$ cat src/hdl/smm_pkg.sv
// ----------------------------------------------------------------------------
// smm_pkg
// Shared types and constants for the sound board memory map.
// ----------------------------------------------------------------------------
package smm_pkg;

  // Store sizes
  localparam int PROGRAM_WORDS = 16384;
  localparam int DATA_WORDS    = 16384;
  localparam int SOUND_WORDS   = 8388608;
  localparam int QUEUE_DEPTH   = 4;

  localparam int PROG_AW  = $clog2(PROGRAM_WORDS);
  localparam int DATA_AW  = $clog2(DATA_WORDS);
  localparam int SND_AW   = $clog2(SOUND_WORDS);
  localparam int QUEUE_AW = $clog2(QUEUE_DEPTH);

  // Field widths
  localparam int ACTION_W = 3;
  localparam int ADDR_W   = 14;
  localparam int RIDX_W   = 23;
  localparam int VALUE_W  = 24;
  localparam int BANK_W   = 11;
  localparam int BYTE_W   = 8;
  localparam int HALF_W   = 16;

  // Action codes
  localparam logic [ACTION_W-1:0] ACT_DATA_RD  = 3'd0;
  localparam logic [ACTION_W-1:0] ACT_DATA_WR  = 3'd1;
  localparam logic [ACTION_W-1:0] ACT_PROG_RD  = 3'd2;
  localparam logic [ACTION_W-1:0] ACT_PROG_WR  = 3'd3;
  localparam logic [ACTION_W-1:0] ACT_HOST     = 3'd4;
  localparam logic [ACTION_W-1:0] ACT_ROM_LOAD = 3'd5;

  // Data-space decode boundaries
  localparam logic [ADDR_W-1:0] SHARED_END = 14'h2000;
  localparam logic [ADDR_W-1:0] ROM_END    = 14'h3000;
  localparam logic [ADDR_W-1:0] BANK_LO    = 14'h3000;
  localparam logic [ADDR_W-1:0] BANK_HI    = 14'h33ff;
  localparam logic [ADDR_W-1:0] LATCH_LO   = 14'h3400;
  localparam logic [ADDR_W-1:0] LATCH_HI   = 14'h37ff;
  localparam logic [ADDR_W-1:0] SHARED_BASE = 14'h0800;

  // Sound words always carry 0xff in the upper byte
  localparam logic [BYTE_W-1:0] ROM_HIGH = 8'hff;
  localparam logic [BYTE_W-1:0] ROM_FILL = 8'hff;

  // Classified operation
  typedef enum logic [3:0] {
    OP_NONE,
    OP_SHARED_RD,
    OP_ROM_RD,
    OP_LATCH_RD,
    OP_DATA_RD,
    OP_SHARED_WR,
    OP_DATA_WR,
    OP_BANK_WR,
    OP_PROG_RD,
    OP_PROG_WR,
    OP_HOST,
    OP_ROM_LOAD
  } op_kind_t;

  typedef struct packed {
    op_kind_t            kind;
    logic [ADDR_W-1:0]   address;
    logic [RIDX_W-1:0]   rom_index;
    logic [VALUE_W-1:0]  value;
  } op_t;

  // Back end sequencer state
  typedef enum logic {
    ST_CLEAR,
    ST_RUN
  } back_state_t;

endpackage

$ cat src/hdl/smm_front.sv
// ----------------------------------------------------------------------------
// smm_front
// Accepts access requests and classifies them by action and address window.
// ----------------------------------------------------------------------------
module smm_front (
  input  logic                          in_valid,
  output logic                          in_stall,
  input  logic [smm_pkg::ACTION_W-1:0]  in_action,
  input  logic [smm_pkg::ADDR_W-1:0]    in_address,
  input  logic [smm_pkg::RIDX_W-1:0]    in_rom_index,
  input  logic [smm_pkg::VALUE_W-1:0]   in_value,
  input  logic                          q_full,
  input  logic                          clearing,
  output logic                          push,
  output smm_pkg::op_t                  push_op
);

  // Hold off requests while the queue is full or the stores are being swept
  assign in_stall = q_full | clearing;
  assign push     = in_valid & ~in_stall;

  // Classify the request
  always_comb begin
    push_op.address   = in_address;
    push_op.rom_index = in_rom_index;
    push_op.value     = in_value;
    unique case (in_action)
      smm_pkg::ACT_DATA_RD: begin
        if (in_address < smm_pkg::SHARED_END) begin
          push_op.kind = smm_pkg::OP_SHARED_RD;
        end else if (in_address < smm_pkg::ROM_END) begin
          push_op.kind = smm_pkg::OP_ROM_RD;
        end else if (in_address >= smm_pkg::LATCH_LO && in_address <= smm_pkg::LATCH_HI) begin
          push_op.kind = smm_pkg::OP_LATCH_RD;
        end else begin
          push_op.kind = smm_pkg::OP_DATA_RD;
        end
      end
      smm_pkg::ACT_DATA_WR: begin
        if (in_address < smm_pkg::SHARED_END) begin
          push_op.kind = smm_pkg::OP_SHARED_WR;
        end else if (in_address >= smm_pkg::BANK_LO && in_address <= smm_pkg::BANK_HI) begin
          push_op.kind = smm_pkg::OP_BANK_WR;
        end else begin
          push_op.kind = smm_pkg::OP_DATA_WR;
        end
      end
      smm_pkg::ACT_PROG_RD:  push_op.kind = smm_pkg::OP_PROG_RD;
      smm_pkg::ACT_PROG_WR:  push_op.kind = smm_pkg::OP_PROG_WR;
      smm_pkg::ACT_HOST:     push_op.kind = smm_pkg::OP_HOST;
      smm_pkg::ACT_ROM_LOAD: push_op.kind = smm_pkg::OP_ROM_LOAD;
      default:               push_op.kind = smm_pkg::OP_NONE;
    endcase
  end

endmodule

$ cat config.mk
export PLATFORM = sky130hd
export DESIGN_NAME = smm_front
export DESIGN_NICKNAME = d
export VERILOG_FILES = /design/src/hdl/smm_pkg.sv /design/src/hdl/smm_front.sv
export SDC_FILE = /design/constraint.sdc
export NUM_CORES = 1
export LEC_CHECK = 0
export BUFFER_PORTS_ARGS = -buffer_cell sky130_fd_sc_hd__buf_2
export CAP_MARGIN = 15
export CORE_ASPECT_RATIO = 1.1
export CORE_MARGIN = 3
export CORE_UTILIZATION = 25
export DETAILED_ROUTE_END_ITERATION = 12
export GPL_TIMING_DRIVEN = 0
export PLACE_DENSITY = 0.9
export SLEW_MARGIN = 10
export SYNTH_ARGS = -nofsm -noshare
export SYNTH_HDL_FRONTEND = slang
export SYNTH_SLANG_ARGS = --single-unit
$ cat constraint.sdc
create_clock -name vclk -period 1.6
set_input_delay 0.16 -clock vclk [all_inputs]
set_output_delay 0.16 -clock vclk [all_outputs]
set_load 0.02 [all_outputs]
==> results of run 1 <==
==> layout by cell type, fill, tap and decap left out <==
cell type / count
nand2b_1: 1
buf_4: 61
o21ai_0: 1
nand4bb_1: 1
or2_2: 1
nand3_1: 1
a211o_1: 1
xor2_1: 1
a31oi_1: 1
nand3b_1: 1
nor3_1: 1
nor2_1: 3
a311oi_1: 1
buf_2: 77
inv_1: 1
nor3b_1: 1
nor2b_1: 1
==> logic make-up after synthesis <==
kind of cell / Yosys count / share of synthesized area (%)
buf+inv: 62 / 81.6
compound gates: 4 / 5.09
xor+xnor: 1 / 1.55
simple gates: 11 / 11.7
==> critical path, cell delays in order <==
cell	delay (ps)
buf_2	120
nand4bb_1	180
a211o_1	290
nand3_1	70
buf_2	170
==> power by group <==
part | switching (µW) | total (µW) | internal, µW
combinational | 181 | 351 | 171
clock | 0 | 0 | 0
sequential | 0 | 0 | 0
==> stage by stage <==
| stage | cells | hold WS, ps | total power [µW] | setup WS [ps] | util (%) |
|---|---|---|---|---|---|
| after global placement | 183 | 537 | 351 | 457 | 47.3 |
| after floorplan | 78 | 399 | 252 | 504 | - |
| after CTS | 183 | 539 | 355 | 455 | 47.3 |
| after global routing | 183 | 541 | 374 | 415 | 47.3 |
| final | 183 | 537 | 351 | 452 | 47.3 |
| after detailed placement | 183 | 539 | 354 | 461 | 47.3 |
==> synthesized netlist by cell type <==
master	n
buf_4	61
nor2_1	3
a211o_1	1
a311oi_1	1
a31oi_1	1
inv_1	1
nand2b_1	1
nand3_1	1
nand3b_1	1
nand4bb_1	1
nor2b_1	1
nor3_1	1
nor3b_1	1
o21ai_0	1
or2_2	1
xor2_1	1
==> worst max path at each step <==
| stage | start | cells after the start | to | slack [ps] |
|---|---|---|---|---|
| floorplan | in_address[11] | 2 | push_op[62] | 500 |
| global placement | in_address[11] | 5 | push_op[61] | 460 |
| detailed placement | in_address[11] | 5 | push_op[61] | 460 |
| CTS | in_address[11] | 5 | push_op[61] | 460 |
| global route | in_address[11] | 5 | push_op[61] | 420 |
| finish | in_address[11] | 5 | push_op[61] | 450 |
==> layer usage <==
layer,part of all wire [%],vias to the layer above,GRT usage (%)
li1,-,341,-
met1,25,260,8.97
met2,52,79,19.3
met3,22,2,2.68
met4,0.74,0,0.749
met5,0,-,0
==> final cells by class <==
type / instances / area (µm²) / share of cell area (%)
Tap cell: 28 / 35.0 / 3.55
Timing Repair Buffer: 77 / 385 / 39.1
Buffer: 61 / 458 / 46.4
Multi-Input combinational cell: 16 / 104 / 10.5
Inverter: 1 / 3.75 / 0.381
==> results by group, run 1 <==
Run status
  • Status: completed

Drt
  • Detailed Route WL: around 1800 µm
  • Routed vias: 682
  • DRC viols: 0
  • Routed Antenna Nets: 0
  • Detail-routed net length per standard cell: 9.64 µm
  • Detailed Routing Iterations Pass 1: 2
  • Via density: 3.73
  • DRT iter0 DRCs: 1

Pwr
  • Max VDD drop: 0.199 mV
  • Pwr dens: around 360 nW/µm²
  • P_leak: 0.000637 µW

Yosys
  • Yosys warnings: 0
  • Mean Syn Cell Area: 7.25 µm²
  • Netlist area before placement: approximately 570 µm²
  • Area contributors post-synth: buf_4 (81%), nand4bb_1 (2.0%), nor2_1 (2.0%), a211o_1 (1.5%), a311oi_1 (1.5%)
  • Syn nets: 145
  • Count of different cell masters after synthesis: 16
  • Sequential cell area fraction in the yosys report: 0%
  • Post-synth top area cell: buf_4
  • Cells after Synth: 78
  • Area share of the largest cell type after synthesis: 81.0%

Cells and area
  • Clock Buffer Count: 0
  • Final Net Count: between 200 and 250
  • Share of layout cells above drive strength 1: around nine tenths
  • Finished Cell Area: 986 µm²
  • FF/Latch Area: 0 µm²
  • Layout area overhead: 74.3%
  • Seq_cells: 0
  • Fill cells: 217
  • Diodes inserted: 0

Timing
  • Final period demand of the worst path: 1150 ps
  • Actual slew at the worst max-slew pin: slightly below 200 ps
  • Fmax: 871 MHz
  • Max Slew Vio Count: 0
  • Fin. Hold Viols: 0
  • Slew HR: 86.9%
  • Count of endpoints failing setup in the final report: 0
  • RSZ-0062 raised after global routing: false
  • Fin crit share: between 70 and 80%
  • Setup TNS: 0 ps

Die
  • Row cnt: 17
  • Die Footprint: 2870 µm²
  • Initial Utilization: ~27%
  • Die Y: 55.9 µm
  • Die width: 51.4 µm
  • CORE AREA: 2080 µm²
  • Io pins: between 100 and 150

CTS
  • Post-CTS Hold Fix Bufs: 0
  • Number of gates resized after cts: 0
  • Post-CTS Setup Repair Bufs: 0

Global routing
  • Initial antenna violation count: 0
  • GRT Overall Usage: 9.33%
  • Largest net degree at the start of global routing: 8
  • Grt ovf: 0
  • Vias in the first global route: 586
  • First-pass GRT wire length: between 2000 and 2500 µm

Setup path
  • CP Class: in2out
  • Startpoint Class: input port
  • CP Max Fanout: 4
  • Critical path capture point type: primary output
  • Arrival @ worst endpoint: 990 ps
  • CP required: around 1400 ps

Min path
  • Worst hold start: in_address[9]
  • Endpoint, Worst Hold: push_op[56]
  • Hold Path Cell Cnt: 2
  • Hold WC Path Type: in2out

Place
  • Number of buffers added on ports: 77
  • Area of placed instances: 986 µm²
  • Placer Congestion: 0.685

Run
  • Max Cap Viol: 0
No activity file was read; power rests on OpenSTA's default activity.
==> run 2: changes to the inputs <==
- ABC_AREA: not set -> 1
- CORE_UTILIZATION: 25 -> 22
- PLACE_DENSITY: 0.9 -> 0.82
- clock period: 1.6 -> 0.9 ns (I/O delays scaled with it)
==> results by group, run 2 <==
Cells and area
  • Layout area overhead: 71.8%
  • Most frequent cells in the layout: buf_2 (77), buf_4 (61), nand2_1 (16), inv_1 (4), nor2_1 (4)
  • FF/Latch Area: 0 µm² (unchanged)
  • Seq_cells: 0 (unchanged)
  • Final Net Count: 239 (+6.7%)
  • Fill cells: 275 (+27%)
  • Diodes inserted: 0 (unchanged)
  • Share of layout cells above drive strength 1: 82.9% (-6.7 points)
  • Most common cell after layout, fill and taps aside: buf_2
  • Clock Buffer Count: 0 (unchanged)

Timing
  • Fmax: 1220 MHz
  • Fin. Hold Viols: 0 (unchanged)
  • Slew HR: 88.8% (+1.9 points)
  • Fin crit share: 91.4%
  • Final period demand of the worst path: 822 ps
  • Final setup margin: 77.7 ps (-374 ps)
  • Count of endpoints failing setup in the final report: 0 (unchanged)
  • RSZ-0062 raised after global routing: false
  • Setup TNS: 0 ps (unchanged)
  • Max Slew Vio Count: 0 (unchanged)
  • Actual slew at the worst max-slew pin: 167 ps (-27.9 ps)

Run
  • Max Cap Viol: 0 (unchanged)

Drt
  • Detail-routed net length per standard cell: 9.32 µm (-3.4%)
  • Routed Antenna Nets: 0 (unchanged)
  • DRC viols: 0 (unchanged)
  • DRT iter0 DRCs: 2 (+1)
  • Via density: 3.62 (-2.9%)
  • Routed vias: 727 (+6.6%)
  • Detailed Route WL: 1870 µm (+6.1%)
  • Detailed Routing Iterations Pass 1: 2 (unchanged)

Yosys
  • Netlist area before placement: 591 µm² (+4.4%)
  • Post-synth top area cell: buf_4
  • Synth top cells by count: buf_4 (61), nand2_1 (16), inv_1 (4), nor2_1 (4), nand3_1 (2)
  • Area share of the largest cell type after synthesis: 77.5% (-3.4 points)
  • Syn nets: 160 (+10%)
  • Most common cell in the synthesized netlist: buf_4
  • Area contributors post-synth: buf_4 (78%), nand2_1 (10%), inv_1 (2.5%), nor2_1 (2.5%), nand3_1 (1.7%)
  • Mean Syn Cell Area: 6.35 µm² (-12%)
  • Yosys warnings: 0 (unchanged)
  • Count of different cell masters after synthesis: 11 (-5)
  • Sequential cell area fraction in the yosys report: 0% (unchanged)
  • Cells after Synth: 93 (+19%)

Place
  • Dpl ws: 49.3 ps (-412 ps)
  • Placer Congestion: 0.766 (+12%)
  • Number of buffers added on ports: 77 (unchanged)

Global routing
  • Grt ovf: 0 (unchanged)
  • Initial antenna violation count: 0 (unchanged)
  • GRT Overall Usage: 8.50% (-0.82 points)
  • Largest net degree at the start of global routing: 7 (-1)
  • Vias in the first global route: 575 (-1.9%)
  • First-pass GRT wire length: 2380 µm (+3.3%)

Die
  • Initial Utilization: 23.4% (-3.7 points)
  • Die width: 55.4 µm (+7.9%)
  • CORE AREA: 2520 µm² (+21%)
  • Io pins: 134 (unchanged)
  • Row cnt: 19 (+2)
  • Die Y: 60.3 µm (+8.0%)
  • Die Footprint: 3340 µm² (+16%)

Pwr
  • Logic pwr share: 100.0% (about the same)
  • Power Internal: 305 µW (+78%)
  • Clock network fraction of design power: 0% (unchanged)
  • P_leak: 0.000686 µW (+7.6%)
  • Sequential share of power: 0% (unchanged)
  • Switching Power: 333 µW (+85%)
  • Pwr dens: 629 nW/µm² (+76%)
  • Sw Share: 52.2% (+0.84 points)
  • Max VDD drop: 0.311 mV (+56%)

Setup path
  • CP Buf/Inv Count: 2 (unchanged)
  • Worst path slowest cell: nor3_1
  • Slowest stage delay, CP: 190 ps (-100 ps)
  • CP Max Fanout: 5 (+1)
  • Critical Path, Cell by Cell: buf_2 > nor3_1 > nand2_1 > nand3_1 > buf_2
  • Arrival @ worst endpoint: 730 ps (-260 ps)
  • Startpoint Class: input port
  • CP Class: in2out
  • Critical path capture point type: primary output
  • CP required: 810 ps (-630 ps)
  • Top delay family on crit path: simple AND/OR/NAND/NOR gates
  • Worst path most repeated cell: buf_2

Min path
  • Hold WC Path Type: in2out

CTS
  • Post-CTS Setup Repair Bufs: 0 (unchanged)
  • Post-CTS Hold Fix Bufs: 0 (unchanged)

Run status
  • Status: completed
==> run 2: cell types whose count changed in the layout (fill, tap and decap cells not counted), sizes merged <==
cell / change
a211o: -1
a311oi: -1
a31oi: -1
inv: +4
nand2: +17
nand2b: -1
nand3: +1
nand3b: -1
nand4bb: -1
nor2: +1
nor2b: -1
nor3b: -1
o22ai: +1
xor2: -1
==> run 2: power by group through the flow <==
| stage | logic (µW) | registers [µW] | clock network [µW] |
|---|---|---|---|
| final | 638 | 0 | 0 |
| after detailed placement | 644 | 0 | 0 |
| after floorplan | 460 | 0 | 0 |
| after CTS | 645 | 0 | 0 |
| after global placement | 638 | 0 | 0 |
| after global routing | 686 | 0 | 0 |
==> run 2: metal layers <==
layer,GRT usage (%),part of all wire (%),vias to the layer above
li1,-,-,374
met1,8.72,28,273
met2,15.9,51,80
met3,5.32,21,0
met4,0,0,0
met5,0,0,-
==> run 2: cells by family after synthesis <==
group,after synthesis,share of synthesized area (%)
AO/OA/AOI/OAI,2,1.91
buffers and inverters,66,80.7
AND/OR/NAND/NOR,25,17.4
==> run 2: final timing paths <==
check / start / endpoint / slack, ps / depth (start not counted)
setup / recovery: in_action[1] / push_op[61] / 80 / 5
hold / removal: in_rom_index[8] / push_op[32] / 400 / 2
==> run 2: area by class of cell <==
type	count	area (µm²)	area share, %
well taps	31	38.8	3.82
multi-input cells	27	114	11.2
inverters	5	18.8	1.85
repair buffers	77	385	38.0
plain buffers	61	458	45.1
==> run 2: what timing repair did <==
item,CTS,global route
gates resized for setup,0,1
hold endpoints to repair,0,0
endpoints found under the setup margin,0,1
==> run 2: through the flow <==
stage                     power (µW)  utilization (%)  hold slack (ps)  std cells  area, µm²
final                            638             40.3              397        201       1010
after global routing             686             40.3              404        201       1010
after CTS                        645             40.3              398        201       1010
after detailed placement         644             40.3              398        201       1010
after global placement           638             40.3              398        201       1010
after floorplan                  460                -              293         93        591
