==> src/hdl/smm_pkg.sv <==
// ----------------------------------------------------------------------------
// smm_pkg
// Shared types and constants for the sound board memory map.
// ----------------------------------------------------------------------------
package smm_pkg;

  // Store sizes
  localparam int PROGRAM_WORDS = 16384;
  localparam int DATA_WORDS    = 16384;
  localparam int SOUND_WORDS   = 8388608;
  localparam int QUEUE_DEPTH   = 4;

  localparam int PROG_AW  = $clog2(PROGRAM_WORDS);
  localparam int DATA_AW  = $clog2(DATA_WORDS);
  localparam int SND_AW   = $clog2(SOUND_WORDS);
  localparam int QUEUE_AW = $clog2(QUEUE_DEPTH);

  // Field widths
  localparam int ACTION_W = 3;
  localparam int ADDR_W   = 14;
  localparam int RIDX_W   = 23;
  localparam int VALUE_W  = 24;
  localparam int BANK_W   = 11;
  localparam int BYTE_W   = 8;
  localparam int HALF_W   = 16;

  // Action codes
  localparam logic [ACTION_W-1:0] ACT_DATA_RD  = 3'd0;
  localparam logic [ACTION_W-1:0] ACT_DATA_WR  = 3'd1;
  localparam logic [ACTION_W-1:0] ACT_PROG_RD  = 3'd2;
  localparam logic [ACTION_W-1:0] ACT_PROG_WR  = 3'd3;
  localparam logic [ACTION_W-1:0] ACT_HOST     = 3'd4;
  localparam logic [ACTION_W-1:0] ACT_ROM_LOAD = 3'd5;

  // Data-space decode boundaries
  localparam logic [ADDR_W-1:0] SHARED_END = 14'h2000;
  localparam logic [ADDR_W-1:0] ROM_END    = 14'h3000;
  localparam logic [ADDR_W-1:0] BANK_LO    = 14'h3000;
  localparam logic [ADDR_W-1:0] BANK_HI    = 14'h33ff;
  localparam logic [ADDR_W-1:0] LATCH_LO   = 14'h3400;
  localparam logic [ADDR_W-1:0] LATCH_HI   = 14'h37ff;
  localparam logic [ADDR_W-1:0] SHARED_BASE = 14'h0800;

  // Sound words always carry 0xff in the upper byte
  localparam logic [BYTE_W-1:0] ROM_HIGH = 8'hff;
  localparam logic [BYTE_W-1:0] ROM_FILL = 8'hff;

  // Classified operation
  typedef enum logic [3:0] {
    OP_NONE,
    OP_SHARED_RD,
    OP_ROM_RD,
    OP_LATCH_RD,
    OP_DATA_RD,
    OP_SHARED_WR,
    OP_DATA_WR,
    OP_BANK_WR,
    OP_PROG_RD,
    OP_PROG_WR,
    OP_HOST,
    OP_ROM_LOAD
  } op_kind_t;

  typedef struct packed {
    op_kind_t            kind;
    logic [ADDR_W-1:0]   address;
    logic [RIDX_W-1:0]   rom_index;
    logic [VALUE_W-1:0]  value;
  } op_t;

  // Back end sequencer state
  typedef enum logic {
    ST_CLEAR,
    ST_RUN
  } back_state_t;

endpackage

==> src/hdl/smm_queue.sv <==
// ----------------------------------------------------------------------------
// smm_queue
// Short FIFO of classified operations between the front and back ends.
// ----------------------------------------------------------------------------
module smm_queue (
  input  logic         clk,
  input  logic         rst_n,
  input  logic         push,
  input  smm_pkg::op_t push_op,
  output logic         full,
  input  logic         pop,
  output logic         head_valid,
  output smm_pkg::op_t head_op
);

  smm_pkg::op_t                  entry_r [smm_pkg::QUEUE_DEPTH];
  logic [smm_pkg::QUEUE_AW-1:0]  wr_ptr_r, wr_ptr_nxt;
  logic [smm_pkg::QUEUE_AW-1:0]  rd_ptr_r, rd_ptr_nxt;
  logic [smm_pkg::QUEUE_AW:0]    count_r, count_nxt;

  assign full       = (count_r == (smm_pkg::QUEUE_AW+1)'(smm_pkg::QUEUE_DEPTH));
  assign head_valid = (count_r != '0);
  assign head_op    = entry_r[rd_ptr_r];

  // Advance pointers and occupancy
  always_comb begin
    wr_ptr_nxt = push ? wr_ptr_r + 1'b1 : wr_ptr_r;
    rd_ptr_nxt = pop  ? rd_ptr_r + 1'b1 : rd_ptr_r;
    count_nxt  = count_r;
    if (push && !pop) begin
      count_nxt = count_r + 1'b1;
    end else if (pop && !push) begin
      count_nxt = count_r - 1'b1;
    end
  end

  always_ff @(posedge clk) begin
    if (!rst_n) begin
      wr_ptr_r <= '0;
      rd_ptr_r <= '0;
      count_r  <= '0;
    end else begin
      wr_ptr_r <= wr_ptr_nxt;
      rd_ptr_r <= rd_ptr_nxt;
      count_r  <= count_nxt;
    end
  end

  // Store payload
  always_ff @(posedge clk) begin
    if (push) begin
      entry_r[wr_ptr_r] <= push_op;
    end
  end

endmodule

==> config.mk <==
export PLATFORM = sky130hd
export DESIGN_NAME = smm_queue
export DESIGN_NICKNAME = d
export VERILOG_FILES = /design/src/hdl/smm_pkg.sv /design/src/hdl/smm_queue.sv
export SDC_FILE = /design/constraint.sdc
export NUM_CORES = 1
export LEC_CHECK = 0
export ABC_AREA = 1
export BUFFER_PORTS_ARGS = -buffer_cell sky130_fd_sc_hd__buf_2
export CELL_PAD_IN_SITES_DETAIL_PLACEMENT = 0
export CELL_PAD_IN_SITES_GLOBAL_PLACEMENT = 2
export CORE_ASPECT_RATIO = 2
export CORE_MARGIN = 5
export CORE_UTILIZATION = 44
export CTS_CLUSTER_DIAMETER = 50
export DETAILED_ROUTE_END_ITERATION = 10
export PLACE_DENSITY = 0.93
export SLEW_MARGIN = 30
export SYNTH_ARGS = -nofsm -noshare
export SYNTH_HDL_FRONTEND = slang
export SYNTH_SLANG_ARGS = --single-unit
==> constraint.sdc <==
create_clock -name clk -period 7.25 [get_ports clk]
set_input_delay 0.725 -clock clk [delete_from_list [all_inputs] [get_ports clk]]
set_output_delay 0.725 -clock clk [all_outputs]
set_load 0.005 [all_outputs]
==> run_results.csv, run 1 <==
group,metric,value,unit
worst_setup_path,max_stage_delay,0.79,ns
route,avgRoutedWirePerCell,19.0,um
global_route,grt_max_degree,87,
clocking,cts_buffer_depth,3,
route,drtPass1Iterations,4,
die,die_height,227,um
run_status,status,"finished, final reports clean",
die,ios,136,
die,row_count,79,
route,drc_errors,0,
power,ir_drop,0.000250,V
worst_setup_path,crit_fanout,68,
hold_path,hold_path_class,"in -> reg",
worst_setup_path,crit_chain,"inv_6, buf_4, nor2_1, o22ai_1, buf_2",
finish,final_cells,1113,
finish,mostFrequentLayoutCells,"260 x edfxtp_1, 135 x buf_2, 116 x nor2_1",
job,drv_cap,0,
power,p_leak,4.13,nW
power,power_density,271,nW/um^2
global_route,grtUsageTotal,15.3,%
timing,period_share,49.7,%
logic_synthesis,synth-seq-cells,269,
finish,area_delta_synth_final,14.6,%
clocking,cts_tree,"done",
logic_synthesis,syn_area,10400,sq um
worst_setup_path,reg2reg_from,"wr_ptr_r[0]",
logic_synthesis,synth_cell_type_count,24,
worst_setup_path,start_kind,"flip-flop",
clocking,cts_htree_levels,1,
timing,finalHoldViolations,0,
place,placed_area,11200,sq um
timing,fin_tns_setup,0,ns
clocking,clk_latency,0.51,ns
die,initial_core_util,44.6,%
timing,finClkSkew,0.0150,ns
global_route,grt_pass1_wl,32.4,mm
worst_setup_path,crit_required,6.52,ns
die,fp.dieW,119,um
die,die_area,27000,sq um
clocking,postCtsSetupBuffers,0,
finish,finalNetCount,889,
logic_synthesis,syn_inst,688,
place,dp.cells,1072,
clocking,cts.sinks,269,
timing,rsz0062_at_grt,"no",
global_route,overflow,0,
place,port_buffers,135,
die,core_area,23300,sq um
timing,final_max_slew_viol_count,0,
finish,final_common_cell,"edfxtp_1",
logic_synthesis,syn-num-nets,763,
route,dr.first_iter.drc_count,340,
route,vias_per_cell,5.37,
worst_setup_path,regToRegEndpoint,"entry_r[2][49]",
route,ant_nets,0,
clocking,cts_buffers,23,
global_route,antenna_found_initial,3,
timing,max_freq,0.277,GHz
logic_synthesis,yosys_warnings,0,
worst_setup_path,ff2ff_setup_slack,5.12,ns
finish,design_area,11900,sq um
timing,tightestPinTransition,0.897,ns
clocking,hold_buffers,0,
logic_synthesis,ys_seq_area_share,76.8,%
route,routed_wl,21.1,mm
worst_setup_path,r2r_cells,5,
finish,drive_above_1_share,27.5,%
route,vias,5978,
clocking,path_clk_slew,0.06,ns
hold_path,hp-start,"push_op[47]",
place,place.gp.congestion,0.710,
hold_path,min_to,"entry_r[3][47]",
place,dpl.hpwl,12.2,mm
hold_path,holdPathStages,1,
timing,fin_hold_ws,0.431,ns
worst_setup_path,crit_type,"reg -> out",
finish,nFillCells,1980,
timing,layout_min_cycle_time,3.61,ns
worst_setup_path,cp-end-kind,"output pin",
timing,setup_violations,0,
clocking,cts_resized,0,
logic_synthesis,avgSynthCellArea,15.1,sq um
timing,max-slew-margin-rel,40.2,%
worst_setup_path,crit_arrival,2.88,ns
clocking,root_buffer,"clkbuf_16",
global_route,grt_pass1_vias,5968,
worst_setup_path,slowest_stage,"buf_4",
==> routing by layer <==
layer  wire [um]  track usage, %  vias to the layer above
li1            -               -                     2818
met4         510            5.95                        4
met3        1080            2.78                       35
met2       11600            28.5                      156
met1        7880            17.4                     2965
met5          27               0                        -
==> worst max-delay path, delay by kind of cell (launching register included) <==
kind            cells  cell delay [ns]
compound gates      1             0.30
simple gates        1             0.08
buf+inv             3             1.46
flops               1             0.49
==> power by group <==
group          internal, mW  leakage [nW]  switching (mW)  total [mW]
Sequential             1.78          2.46          0.0215        1.80
Combinational         0.105          1.32           0.189       0.294
Clock                 0.635         0.344           0.505        1.14
==> kinds of logic (layout without fill, tap and decap cells) <==
logic type      count (synthesis)  count (layout)  synth area share, %
fa+ha+maj                       6               6                0.794
flops                         269             269                 76.8
buf+inv                        59             200                 3.48
other cells                     0               1                    0
simple gates                  149             149                 6.87
compound gates                205             205                 12.0
==> layout make-up <==
type                            instances  area [sq um]  share of cell area, %
Tap cell                              283           354                   2.97
Timing Repair Buffer                  143           743                   6.24
Clock buffer                           31           657                   5.51
Inverter                               17          73.8                  0.619
Clock inverter                          9          46.3                  0.388
Multi-Input combinational cell        360          2050                   17.2
Antenna cell                            1          2.50                 0.0210
Sequential cell                       269          7990                   67.1
==> stage by stage <==
step | utilization (%) | total power [mW] | setup WS, ns
floorplan | - | 2.00 | 4.81
global placement | 48.0 | 2.13 | 4.11
detailed placement | 48.0 | 2.13 | 4.09
CTS | 51.1 | 3.27 | 3.54
global route | 51.1 | 3.36 | 3.40
finish | 51.1 | 3.23 | 3.64
==> worst max-delay path by stage <==
stage               endpoint  depth (start not counted)
2_1_floorplan  entry_r[0][0]                          2
3_3_place_gp     head_op[17]                          5
3_5_place_dp     head_op[27]                          5
4_1_cts          head_op[27]                          5
5_1_grt          head_op[27]                          5
6_report         head_op[14]                          5
==> cell usage after synthesis (all sizes together) <==
library cell  count  area share [%]
edfxtp          260              75
nor2            136             6.4
o21ai           136             6.7
o22ai            65             5.1
buf              25             2.2
clkbuf           17            0.61
inv              17            0.66
nand2            10            0.36
dfxtp             9             1.7
ha                5            0.60
a21oi             4            0.19
fa                1            0.19
nand3             1           0.048
nand4             1           0.060
nor3              1           0.048
==> sequential cells by signal, summed over array words and instances (netlist names), named ones only <==
name / count
count_r: 3
entry_r: 260
rd_ptr_r: 2
wr_ptr_r: 2
Power figures use the tool's default switching activity.
==> run 2: changes to the inputs <==
Settings changed: ABC_AREA 1 to 0, CORE_UTILIZATION 44 to 45, PLACE_DENSITY 0.93 to 0.88.
Clock period 7.25 ns to 3.4 ns, I/O delays scaled along.
==> run 2 against run 1 <==
  * First-iteration DRC count fell by 43%
  * Count of clock-buffer cells in the layout fell by 7
  * Non-clock buffer count fell by 1
  * Routed wire length fell by 14%
  * Area after synthesis fell by 5.1%
  * Die area fell by 6.7%
  * Power rose by 120%
  * Setup slack got worse by 2.9 ns
  * Via count fell by 27%
  * Synthesized cell count fell by 44%
  * Critical path depth fell by 2
==> run_results.csv, run 2 <==
group,metric,value,unit
run_status,status,"finished, final reports clean",
worst_setup_path,crit_required,3.06,ns
finish,top_regs,"entry_r (260), count_r (3)",
logic_synthesis,syn_inst,382,
worst_setup_path,ff2ff_setup_slack,1.71,ns
global_route,overflow,0,
finish,top_register,"entry_r",
worst_setup_path,crit_arrival,2.28,ns
worst_setup_path,cp-end-kind,"output pin",
clocking,cts_resized,0,
clocking,cts_buffers,23,
timing,rsz0062_at_grt,"no",
route,ant_nets,0,
hold_path,hold_path_class,"in -> reg",
power,power_density,606,nW/um^2
clocking,root_buffer,"clkbuf_16",
global_route,grt_pass1_wl,27.6,mm
timing,setup_violations,0,
place,dpl.hpwl,11.5,mm
logic_synthesis,synth_cell_type_count,21,
timing,layout_min_cycle_time,2.62,ns
route,drtPass1Iterations,6,
logic_synthesis,synth_top_cell_by_area,"edfxtp_1",
logic_synthesis,syn-num-nets,457,
finish,final_common_cell,"edfxtp_1",
timing,finalHoldViolations,0,
worst_setup_path,crit_type,"reg -> out",
timing,max-slew-margin-rel,66.5,%
route,avgRoutedWirePerCell,21.9,um
place,port_buffers,135,
global_route,grt_use_met3,2.75,%
global_route,grt_max_degree,66,
timing,max_freq,0.382,GHz
worst_setup_path,max_stage_delay,0.61,ns
global_route,antenna_found_initial,4,
worst_setup_path,crit_chain,"buf_4, mux4_2, buf_2",
route,vias,4338,
finish,largest_reg_flops,260,
clocking,path_clk_slew,0.07,ns
logic_synthesis,yosys_warnings,0,
finish,fin_util,53.9,%
logic_synthesis,synth-seq-cells,269,
die,row_count,76,
clocking,postCtsSetupBuffers,0,
die,fp.dieW,115,um
global_route,grtUsageTotal,14.6,%
clocking,cts_tree,"done",
timing,final_max_slew_viol_count,0,
place,placed_area,10800,sq um
power,ir_drop,0.000379,V
finish,finalNetCount,610,
global_route,grt_pass1_vias,4894,
logic_synthesis,syn_area,9870,sq um
clocking,clk_latency,0.52,ns
finish,drive_above_1_share,45.7,%
global_route,grt.busiest_layer,"met2",
worst_setup_path,slowest_stage,"dfxtp_4",
finish,nFillCells,1620,
die,ios,136,
finish,seq_area,8000,sq um
worst_setup_path,crit_family,"flip-flops",
logic_synthesis,avgSynthCellArea,25.8,sq um
route,routed_wl,18.1,mm
logic_synthesis,synth_edf_count,260,
route,drc_errors,0,
logic_synthesis,ys_seq_area_share,80.9,%
clocking,cts_htree_levels,1,
die,die_area,25200,sq um
die,core_area,21600,sq um
timing,tightestPinTransition,0.503,ns
die,initial_core_util,45.7,%
logic_synthesis,yosysMostFrequentCell,"edfxtp_1",
worst_setup_path,crit_fanout,20,
place,place.gp.congestion,0.721,
timing,fin_tns_setup,0,ns
clocking,hold_buffers,0,
timing,period_share,77.1,%
finish,area_delta_synth_final,17.9,%
route,dr.first_iter.drc_count,195,
power,p_leak,3.91,nW
logic_synthesis,async_reset_ff_share,0,%
job,drv_cap,0,
logic_synthesis,synth_area_leaders,"edfxtp_1 79%, mux4_2 15%, dfxtp_1 1.8%, buf_12 1.0%, ha_1 0.63%",
worst_setup_path,start_kind,"flip-flop",
clocking,cts_buffer_depth,3,
logic_synthesis,synth_top_area_share,79.1,%
finish,mostFrequentLayoutCells,"260 x edfxtp_1, 135 x buf_2, 65 x mux4_2",
global_route,use_met1,14.8,%
finish,design_area,11600,sq um
finish,multiInputGateArea,1730,sq um
timing,fin_hold_ws,0.0388,ns
route,vias_per_cell,5.25,
logic_synthesis,synth_commonest_cells,"260 x edfxtp_1, 65 x mux4_2, 9 x and2_1, 9 x dfxtp_1, 6 x buf_2",
worst_setup_path,critical_path_buf_inv_count,2,
die,die_height,219,um
timing,finClkSkew,0.0128,ns
clocking,cts.sinks,269,
global_route,use_met2,28.5,%
logic_synthesis,synthFlopType,"edfxtp_1",
[run 2: final cells by class]
type                            instances  share of cell area [%]
Inverter                                4                   0.129
Multi-Input combinational cell         95                    14.8
Antenna cell                            2                  0.0430
Sequential cell                       269                    68.7
Timing Repair Buffer                  142                    7.03
Clock buffer                           24                    4.98
Clock inverter                         18                    1.38
Tap cell                              273                    2.93
[run 2: kinds of logic (layout without fill, tap and decap cells)]
group / Yosys count / count (layout) / synth area share [%]
and+or+nand+nor: 15 / 15 / 0.938
AOI/OAI and AO/OA: 2 / 2 / 0.127
muxes: 67 / 67 / 15.0
xor gates and xnor gates: 5 / 5 / 0.444
other: 0 / 2 / 0
DFF: 269 / 269 / 80.9
adders and majority gates: 6 / 6 / 0.837
buffers and inverters: 18 / 188 / 1.70
[run 2: per-layer routing]
| metal | share of wire, % | vias up |
|---|---|---|
| met5 | 0.18 | - |
| met4 | 3.3 | 4 |
| met3 | 4.7 | 38 |
| met2 | 58 | 109 |
| met1 | 34 | 2255 |
| li1 | - | 1932 |
[run 2: final timing paths]
| check | cells after the start | startpoint | end |
|---|---|---|---|
| worst max-delay path | 3 | flip-flop | head_op[22] |
| worst min-delay path | 1 | push_op[38] | entry_r[3][38] |
| worst max register to register | 4 | wr_ptr_r[0] | entry_r[2][9] |
| worst min register to register | 2 | count_r[2] | count_r[2] |
[run 2: through the flow]
stage / instances / worst slack (ns) / power, mW
2_1_floorplan: 382 / 0.902 / 4.30
3_3_place_gp: 778 / 1.28 / 4.56
3_5_place_dp: 780 / 1.24 / 4.60
4_1_cts: 822 / 0.686 / 7.16
5_1_grt: 827 / 0.610 / 7.34
6_report: 827 / 0.780 / 7.06
[run 2: report_power, final]
| group | total, mW | switching (mW) | internal, mW |
|---|---|---|---|
| Clock | 2.54 | 1.13 | 1.41 |
| Sequential | 3.87 | 0.0674 | 3.80 |
| Combinational | 0.642 | 0.311 | 0.331 |
| Total | 7.06 | 1.51 | 5.54 |
[run 2: worst reg2reg max path, delay by kind of cell (launching register included)]
family | cells | cell delay, ns
adder cells (fa/ha/maj) | 1 | 0.14
buffers and inverters | 2 | 0.40
flip-flops | 1 | 0.35
AND/OR/NAND/NOR | 1 | 0.46
==> run 3: changes to the inputs <==
Clock period 3.4 ns to 2.6 ns, I/O delays scaled along.
==> run 3 against run 2 <==
  * Clock skew rose by 0.0032 ns
  * Sequential cell count did not move
  * Cell count rose by 8.2%
  * Global-route usage rose by 1.2 points
  * Power rose by 33%
  * Die area did not move
  * Critical path depth did not move
  * Sequential share of layout area fell by 3.9 points
  * Setup slack got worse by 0.52 ns
==> run_results.csv, run 3 (synthesis results as in run 2) <==
group,metric,value,unit
finish,top_register,"entry_r",
worst_setup_path,crit_type,"reg -> out",
clocking,hold_buffers,65,
worst_setup_path,max_stage_delay,0.55,ns
die,die_area,25200,sq um
hold_path,hold_path_class,"in -> reg",
global_route,grtUsageTotal,15.8,%
clocking,cts_resized,0,
timing,tightestPinTransition,0.525,ns
finish,top_regs,"entry_r (260), count_r (3)",
timing,max-slew-margin-rel,65.0,%
global_route,overflow,0,
power,power_density,761,nW/um^2
die,initial_core_util,45.7,%
job,drv_cap,0,
route,routed_wl,18.9,mm
timing,fin_tns_setup,0,ns
route,drtPass1Iterations,4,
clocking,cts_buffer_depth,3,
power,ir_drop,0.000611,V
clocking,cts_htree_levels,1,
place,place_ws,0.734,ns
place,dpl.hpwl,12.1,mm
power,p_leak,4.22,nW
clocking,clk_latency,0.51,ns
timing,finClkSkew,0.0160,ns
timing,setup_violations,0,
place,port_buffers,135,
run_status,status,"finished, final reports clean",
die,ios,136,
finish,drive_above_1_share,40.5,%
clocking,cts_tree,"done",
die,fp.dieW,115,um
finish,mostFrequentLayoutCells,"260 x edfxtp_1, 135 x buf_2, 65 x mux4_2, 65 x dlygate4sd3_1, 25 x clkbuf_16",
clocking,cts_buffers,23,
timing,max_freq,0.427,GHz
worst_setup_path,slowest_stage,"mux4_2",
worst_setup_path,critical_path_buf_inv_count,2,
timing,fin_ws,0.257,ns
finish,final_common_cell,"edfxtp_1",
worst_setup_path,crit_chain,"buf_4, mux4_2, buf_2",
route,vias_per_cell,5.16,
global_route,grt_pass1_wl,30.0,mm
timing,period_share,90.1,%
finish,finalNetCount,679,
route,drc_errors,0,
finish,largest_reg_flops,260,
place,place.gp.congestion,0.711,
finish,area_delta_synth_final,25.0,%
global_route,antenna_found_initial,2,
timing,layout_min_cycle_time,2.34,ns
clocking,cts.sinks,269,
die,row_count,76,
clocking,postCtsSetupBuffers,0,
timing,finalHoldViolations,0,
worst_setup_path,crit_required,2.34,ns
route,avgRoutedWirePerCell,21.2,um
timing,final_max_slew_viol_count,0,
finish,fin_util,57.2,%
route,ant_nets,0,
die,die_height,219,um
route,dr.first_iter.drc_count,238,
global_route,grt_pass1_vias,5295,
worst_setup_path,crit_arrival,2.08,ns
clocking,root_buffer,"clkbuf_16",
clocking,path_clk_slew,0.07,ns
worst_setup_path,cp-end-kind,"output pin",
worst_setup_path,crit_family,"multiplexers",
worst_setup_path,start_kind,"flip-flop",
timing,rsz0062_at_grt,"no",
die,core_area,21600,sq um
worst_setup_path,crit_fanout,14,
global_route,grt_max_degree,39,
route,vias,4622,
run 3: cell count changes in the layout (fill, tap and decap cells not counted), sizes merged:
cell,before,now
inv,6,5
dlygate4sd3,0,65
clkbuf,24,36
clkinv,11,3
clkinvlp,3,0
buf,142,146
bufinv,2,1
run 3: worst paths after layout:
kind	cells past startpoint	slack, ns	endpoint	startpoint
max	3	0.26	head_op[19]	flip-flop
min	2	0.07	wr_ptr_r[1]	rst_n
max reg2reg	4	0.89	entry_r[1][25]	wr_ptr_r[1]
min reg2reg	2	0.53	count_r[2]	count_r[2]
run 3: report_power, final:
group | total [mW] | internal, mW | switching (mW)
registers | 5.06 | 4.97 | 0.0828
clock network | 3.40 | 1.97 | 1.43
logic | 0.935 | 0.503 | 0.432
total | 9.39 | 7.45 | 1.94
run 3: layer usage:
metal / wire [um] / vias up / GRT usage, %
li1: - / 2066 / -
met1: 6500 / 2398 / 17.7
met2: 11000 / 117 / 29.4
met3: 867 / 41 / 2.75
met4: 583 / 0 / 6.03
met5: 0 / - / 0
run 3: stage by stage:
stage | cells | area (sq um) | hold slack [ns] | power, mW
after floorplan | 382 | 9870 | 0.359 | 5.63
after global placement | 787 | 10900 | 0.469 | 6.00
after detailed placement | 787 | 10900 | 0.477 | 6.04
after CTS | 893 | 12300 | 0.0500 | 9.52
after global routing | 895 | 12300 | 0.0709 | 9.81
final | 895 | 12300 | 0.0659 | 9.39
run 3: final cells by class:
| type | instances | area (sq um) |
|---|---|---|
| Fill cell | 1558 | 9250 |
| Sequential cell | 269 | 8000 |
| Multi-Input combinational cell | 95 | 1730 |
| Timing Repair Buffer | 211 | 1500 |
| Clock buffer | 36 | 707 |
| Tap cell | 273 | 342 |
| Clock inverter | 5 | 53.8 |
| Inverter | 4 | 15.0 |
| Antenna cell | 2 | 5.00 |
